==> src/hdl/wrp_pkg.sv <==
package wrp_pkg;

	// default sizes, handed to the top level parameters
	localparam int DEF_MAX_MESH_WIDTH  = 64;
	localparam int DEF_MAX_MESH_HEIGHT = 64;
	localparam int DEF_TABLE_LAST      = 512;

	localparam int MESH_MIN = 8;

	// refraction arithmetic
	localparam logic [31:0] WAVE_BIAS = 32'h0001_0000;
	localparam int WAVE_SHIFT = 8;
	localparam int REFR_SHIFT = 3;
	localparam int TEX_SHIFT  = 16;

	// field widths fixed by the interface
	localparam int QUO_W  = 10;
	localparam int STR_W  = 8;
	localparam int IDX_W  = 10;
	localparam int REG_AW = 4;

	// operation kinds
	localparam logic [1:0] KIND_DROP  = 2'd0;
	localparam logic [1:0] KIND_STEP  = 2'd1;
	localparam logic [1:0] KIND_LOAD  = 2'd2;
	localparam logic [1:0] KIND_QUERY = 2'd3;

	// register indexes
	localparam logic [1:0] REG_MESH_WIDTH    = 2'd0;
	localparam logic [1:0] REG_MESH_HEIGHT   = 2'd1;
	localparam logic [1:0] REG_DROP_RADIUS   = 2'd2;
	localparam logic [1:0] REG_DROP_STRENGTH = 2'd3;

	// register reset values
	localparam logic [6:0] RST_MESH_WIDTH    = 7'd64;
	localparam logic [6:0] RST_MESH_HEIGHT   = 7'd64;
	localparam logic [1:0] RST_DROP_RADIUS   = 2'd2;
	localparam logic [7:0] RST_DROP_STRENGTH = 8'd1;

	typedef struct packed {
		logic             go;
		logic [QUO_W-1:0] num;
		logic [STR_W-1:0] den;
	} div_req_t;

	typedef struct packed {
		logic             done;
		logic [QUO_W-1:0] quo;
	} div_rsp_t;

	// floor(sqrt(k << 16)) for the disc depths k = 0..9
	function automatic logic [QUO_W-1:0] disc_depth(input logic [3:0] k);
		logic [QUO_W-1:0] v;
		unique case (k)
			4'd0: v = 10'd0;
			4'd1: v = 10'd256;
			4'd2: v = 10'd362;
			4'd3: v = 10'd443;
			4'd4: v = 10'd512;
			4'd5: v = 10'd572;
			4'd6: v = 10'd627;
			4'd7: v = 10'd677;
			4'd8: v = 10'd724;
			4'd9: v = 10'd768;
			default: v = 10'd0;
		endcase
		return v;
	endfunction

endpackage

==> src/hdl/wrp_div.sv <==
module wrp_div import wrp_pkg::*; (
	input  logic     clk,
	input  logic     arst_n,
	input  div_req_t req,
	output div_rsp_t rsp
);

	localparam int CW = $clog2(QUO_W + 1);

	logic             run_q;
	logic             done_q;
	logic [CW-1:0]    cnt_q;
	logic [QUO_W-1:0] num_q;
	logic [STR_W-1:0] den_q;
	logic [STR_W-1:0] rem_q;
	logic [STR_W:0]   trial;
	logic             fits;

	// restoring division, one quotient bit a cycle
	assign trial = {rem_q, num_q[QUO_W-1]};
	assign fits  = trial >= {1'b0, den_q};

	always_ff @(posedge clk or negedge arst_n) begin
		if (!arst_n) begin
			run_q  <= 1'b0;
			done_q <= 1'b0;
			cnt_q  <= '0;
		end else begin
			done_q <= 1'b0;
			if (req.go) begin
				run_q <= 1'b1;
				cnt_q <= CW'(QUO_W);
			end else if (run_q) begin
				cnt_q <= cnt_q - 1'b1;
				if (cnt_q == CW'(1)) begin
					run_q  <= 1'b0;
					done_q <= 1'b1;
				end
			end
		end
	end

	always_ff @(posedge clk) begin
		if (req.go) begin
			num_q <= req.num;
			den_q <= req.den;
			rem_q <= '0;
		end else if (run_q) begin
			rem_q <= fits ? STR_W'(trial - {1'b0, den_q}) : trial[STR_W-1:0];
			num_q <= {num_q[QUO_W-2:0], fits};
		end
	end

	assign rsp.done = done_q;
	assign rsp.quo  = num_q;

endmodule

==> config.mk <==
export PLATFORM = sky130hd
export DESIGN_NAME = wrp_div
export DESIGN_NICKNAME = d
export VERILOG_FILES = /design/src/hdl/wrp_pkg.sv /design/src/hdl/wrp_div.sv
export SDC_FILE = /design/constraint.sdc
export NUM_CORES = 1
export LEC_CHECK = 0
export BUFFER_PORTS_ARGS = -buffer_cell sky130_fd_sc_hd__buf_2
export CORE_UTILIZATION = 55
export CTS_CLUSTER_DIAMETER = 100
export DETAILED_ROUTE_END_ITERATION = 6
export PLACE_DENSITY = 0.85
export SETUP_SLACK_MARGIN = 0.3
export SYNTH_ARGS = -nofsm -noshare
export SYNTH_HDL_FRONTEND = slang
export SYNTH_SLANG_ARGS = --single-unit
export TNS_END_PERCENT = 5
==> constraint.sdc <==
create_clock -name clk -period 2.75 [get_ports clk]
set_input_delay 0.1375 -clock clk [delete_from_list [all_inputs] [get_ports clk]]
set_output_delay 0.1375 -clock clk [all_outputs]
set_load 0.03 [all_outputs]
==> results.toml, run 1 <==
[detailed_routing]
post_drt_via_cell_ratio = 5.73
wl_per_cell_um = 15.0
drc = 0
ant_nets = 0
vias = 1473
firstDrtPassIters = 4
drt-total-wl_mm = 3.87
drtIter0Drc = 61

[finish]
diodes = 0
drive_gt1_frac = 0.239
area_growth_pct = 18.2
layout.nets = 244

[synthesis]
syn_avg_cell_area_um2 = 10.3
ys_async_sr_fraction = 0.188
ys_seq_area_frac = 0.480
yosys_warnings = 0
ys.flop_type = "edfxtp_1"
synth_enable_flop_cells = 18
netlist_area_mm2 = 0.00177
ys_ff_latch = 32
synth.distinct_cells = 45
synthCells = 172
syn_nets = 204

[timing]
layout_min_cycle_time_ns = 2.26
slew_headroom = 0.563
drv_slew = 0
skew_ns = 0.00287
fin_crit_sh = 0.820
tns_ns = 0
timing.fmax_mhz = 443
setup_viol = 0
hold_viol = 0
whs_ns = 0.109
rsz0062_at_grt = "no"
worst_slew_pin_slew_ns = 0.655

[pwr]
p_clk_frac = 0.163
p_total_w = 0.00153
irDropWorstVdd_mv = 0.562
switching_share = 0.378
seq_power_share = 0.430
powerDensity_mw_per_mm2 = 728
combPwrFrac = 0.406
switchingPower_w = 0.000578
p_leak_nw = 0.930
power.internal_w = 0.000950

[critical_path]
crit_type = "register to register"
ff2ff_setup_slack_ns = 0.49
cp-end-kind = "register"
r2r_cells = 8
crit_path_max_fanout = 4
cp.arrival_ns = 2.49
startpoint_type = "register"
cp.required_ns = 2.99

[cts]
clk_path_buf_depth = 2
numCtsBuffers = 5
cts.sinks = 32
cts_root_buf = "clkbuf_4"
path_clk_slew_ns = 0.09
clock_latency_ns = 0.32
cts_tree = "built"
post-cts-setup-buffers = 0
h-tree-depth = 2

[placed_design]
port-buffer-count = 31
dpl.hpwl_mm = 2.70
gp_congestion = 0.867

[grt]
track_usage = 0.250
grt_pass1_wl_mm = 6.38
grt_max_degree = 31
antenna_found_initial = 0
grt_remaining_overflow = 0
first_global_vias = 1425

[hold_path]
hp-class = "primary input to register"
hold_depth = 2

[floorplan]
die_w_um = 58.8
fp.dieArea_mm2 = 0.00346
core-area_mm2 = 0.00305
io-pin-count = 32
die_y_um = 58.8
num_rows = 20
floorplan.initialDensity = 0.581

[run_status]
status = "completed"

[flow_run]
max-cap-violations = 0
-- cells by family after synthesis --
kind of cell / share of synthesized area
compound gates: 0.154
xor+xnor: 0.0296
fa+ha+maj: 0.0818
buf+inv: 0.0501
flops: 0.480
mux: 0.0635
simple gates: 0.142
-- flip-flops by register name, indices dropped and copies added, names as in the netlist --
signal,count
cnt_q,4
rem_q,8
run_q,1
den_q,8
done_q,1
num_q,10
-- layout by cell type, fill, tap and decap left out, types with 2 or more instances in the layout --
cell type | Yosys | routed
clkbuf_4 | 0 | 5
buf_2 | 2 | 31
edfxtp_1 | 18 | 18
xnor2_1 | 5 | 5
dfrtp_1 | 6 | 6
nand3b_1 | 2 | 2
o21ai_0 | 10 | 10
and3_1 | 2 | 2
a2111o_1 | 2 | 2
nor2b_1 | 2 | 2
ha_1 | 10 | 10
clkbuf_1 | 2 | 2
o311ai_1 | 2 | 2
nand3_1 | 7 | 7
mux2_2 | 10 | 10
nor2_1 | 17 | 17
nand2_1 | 14 | 14
a21o_1 | 2 | 2
inv_1 | 14 | 14
a21oi_1 | 6 | 6
dlygate4sd3_1 | 0 | 9
nand2b_1 | 4 | 4
a311oi_1 | 3 | 3
dfxtp_1 | 8 | 8
-- synthesized netlist by cell type, drive strengths merged (3+ instances only) --
master	count	share of area
a21oi	6	0.017
nand2	14	0.030
nor2	17	0.036
dfxtp	8	0.090
buf	5	0.014
a311oi	3	0.015
edfxtp	18	0.30
mux2	10	0.063
dfrtp	6	0.085
nand3	8	0.025
inv	14	0.030
ha	10	0.071
o21ai	11	0.031
nand2b	4	0.014
o311ai	3	0.015
xnor2	5	0.025
-- final timing paths --
check,end,from
worst max register to register,rem_q[6],num_q[9]
worst max-delay path,rem_q[6],num_q[9]
worst min register to register,rem_q[6],rem_q[6]
min in group asynchronous,cnt_q[2],arst_n
worst min-delay path,num_q[1],req[9]
max in group asynchronous,cnt_q[1],arst_n
-- critical path, stage by stage, from the launching register on --
cell      delay [ns]
edfxtp_1        0.38
inv_1           0.06
ha_1            0.24
fa_1            0.42
nand2b_1        0.20
a2111o_1        0.38
o311ai_0        0.09
o21ai_0         0.13
a311oi_1        0.27
-- power by group through the flow --
stage          registers (W)  logic [W]  clock network [W]
2_1_floorplan       0.000693   0.000411                  0
3_3_place_gp        0.000659   0.000568                  0
3_5_place_dp        0.000663   0.000589                  0
4_1_cts             0.000653   0.000606           0.000258
5_1_grt             0.000664   0.000683           0.000280
6_report            0.000657   0.000621           0.000250
-- metal layers --
layer  vias up  share of wire  track usage
met5         -              0            0
met4         0          0.013       0.0714
met3         6          0.058       0.0725
met2        67           0.52        0.427
met1       696           0.40        0.307
li1        704              -            -
-- per-stage QoR --
step	setup WS (ns)	instances	util	area [um2]
after global placement	0.609	240	0.639	1950
after CTS	0.450	257	0.685	2090
after floorplan	0.472	172	-	1770
after detailed placement	0.464	240	0.639	1950
after global routing	0.344	257	0.687	2100
final	0.495	257	0.687	2100
-- area by class of cell --
cell class / instances / area (um2)
Inverter: 15 / 56.3
Sequential cell: 32 / 851
Fill cell: 241 / 956
Timing Repair Buffer: 40 / 245
Clock buffer: 7 / 45.0
Tap cell: 44 / 55.1
Multi-Input combinational cell: 118 / 840
Clock inverter: 1 / 5.00
-- what timing repair did --
item	4_1_cts	5_1_grt
resized for setup	0	1
hold buffers	9	0
setup endpoints to repair	0	1
endpoints found under the hold margin	14	0
(Power assumes the default switching activity.)
==> run 2, diff against run 1 <==
- clock period: 2.75 -> 2.2 ns (I/O delays scaled with it)
==> run 2 against run 1 <==
Worst hold slack got worse by 0.030 ns. Critical path depth fell by 1. Total power grew 36%. Combinational power up 49%. Register-to-register slack got worse by 0.37 ns. Sequential power up 25%. Non-clock buffer count is 13 higher. Via count up 7.1%. Fmax increased by 8.5%. Clock power grew 32%. Critical path type unchanged. Critical endpoint unchanged. Largest cell class is now multi-input combinational cells. Largest power group is now combinational logic. Highest routed layer unchanged.
==> results.toml, run 2 (synthesis results as in run 1) <==
[cts]
clk_path_buf_depth = 2
numCtsBuffers = 5
path_clk_slew_ns = 0.10
cts.sinks = 32
cts_tree = "built"
cts_root_buf = "clkbuf_4"
clock_latency_ns = 0.33
h-tree-depth = 2

[finish]
top_register = "num_q"
drive_gt1_frac = 0.332
final_common_cell = "buf_2"
area_growth_pct = 27.2
layout.nets = 257
fillers = 197
largestRegisters = "num_q: 10 flops, den_q: 8 flops, rem_q: 8 flops"
diodes = 0
final_cell_mix = "buf_2, edfxtp_1, nor2_1"
largest_register_ff_count = 10

[grt]
track_usage = 0.250
grt_pass1_wl_mm = 6.35
antenna_found_initial = 0
grt_max_degree = 30
first_global_vias = 1468
grt_remaining_overflow = 0

[floorplan]
die_y_um = 58.8
die_w_um = 58.8
io-pin-count = 32
core-area_mm2 = 0.00305
floorplan.initialDensity = 0.581
num_rows = 20
fp.dieArea_mm2 = 0.00346

[timing]
hold_viol = 0
tns_ns = 0
fin_crit_sh = 0.945
setup_slack_ns = 0.121
timing.fmax_mhz = 481
worst_slew_pin_slew_ns = 0.409
layout_min_cycle_time_ns = 2.08
skew_ns = 0.00995
setup_viol = 0
drv_slew = 0
slew_headroom = 0.727
rsz0062_at_grt = "yes"

[critical_path]
r2r_cells = 7
critPathBufInv = 0
crit_path_max_fanout = 3
timing.rr.start = "den_q[0]"
startpoint_type = "register"
crit_family = "compound AO/OA/AOI/OAI gates"
cp.arrival_ns = 2.33
critPathLaunch = "den_q[0]"
worst_path_max_delay_cell = "edfxtp_1"
cp-end-kind = "register"
reg2reg_to = "rem_q[6]"
cp.required_ns = 2.45
ff2ff_setup_slack_ns = 0.12
max_stage_delay_ns = 0.43
worstPathCellList = "ha_4, fa_2, nand2b_4, a2111o_1, o311ai_2, o21ai_1, a311oi_1"
crit_type = "register to register"

[pwr]
powerDensity_mw_per_mm2 = 920
irDropWorstVdd_mv = 0.539
p_leak_nw = 1.00

[detailed_routing]
firstDrtPassIters = 4
drt-total-wl_mm = 4.22
drtIter0Drc = 72
ant_nets = 0
wl_per_cell_um = 15.6
drc = 0
post_drt_via_cell_ratio = 5.84
vias = 1578

[hold_path]
hold_depth = 2
min-delay-start = "req[14]"
hp-class = "primary input to register"
min_to = "num_q[6]"

[flow_run]
max-cap-violations = 0

[placed_design]
dpl.hpwl_mm = 2.73
post-place-ws_ns = 0.0442
port-buffer-count = 31
gp_congestion = 0.924

[run_status]
status = "completed"
[run 2: final cells by class]
| class | count | area, um2 | share of cell area |
|---|---|---|---|
| well taps | 44 | 55.1 | 0.0244 |
| clock inverters | 1 | 5.00 | 0.00222 |
| repair buffers | 53 | 343 | 0.152 |
| inverters | 15 | 56.3 | 0.0249 |
| clock buffers | 7 | 45.0 | 0.0200 |
| multi-input cells | 118 | 902 | 0.400 |
| flip-flops and latches | 32 | 851 | 0.377 |
[run 2: through the flow]
stage                     area, um2  hold WS [ns]  total power [W]  utilization  instances
after detailed placement       2030       -0.0499          0.00163        0.666        248
final                          2260        0.0786          0.00208        0.739        270
after floorplan                1800        -0.186          0.00140            -        172
after global placement         2030       -0.0640          0.00159        0.666        248
after CTS                      2210        0.0675          0.00200        0.723        267
after global routing           2260        0.0524          0.00218        0.739        270
[run 2: worst reg2reg max path, cell delays in order (launching register included)]
cell      delay [ns]
edfxtp_1        0.43
ha_4            0.20
fa_2            0.37
nand2b_4        0.16
a2111o_1        0.38
o311ai_2        0.10
o21ai_1         0.11
a311oi_1        0.26
[run 2: how the worst max path moves through the flow]
stage,to,depth (start not counted)
6_report,rem_q[6],7
5_1_grt,rem_q[0],7
4_1_cts,rem_q[6],8
3_5_place_dp,rem_q[0],7
3_3_place_gp,rem_q[6],8
2_1_floorplan,rem_q[6],8
[run 2: metal layers]
layer	part of all wire	wire, um	GRT usage
met1	0.39	1620	0.296
met2	0.50	2100	0.409
met3	0.066	279	0.0681
met4	0.051	214	0.139
met5	0	0	0
[run 2: report_power, final]
group | switching, W | internal (W)
Sequential | 0.0000799 | 0.000741
Clock | 0.000205 | 0.000125
Combinational | 0.000510 | 0.000416
[run 2: timing repair]
item                                    in CTS  in global routing
endpoints found under the hold margin       14                  0
gates resized for setup                      5                  5
endpoints found under the setup margin       9                  9
buffers inserted                             2                  3
hold buffers                                 9                  0
pin swaps                                    4                  3
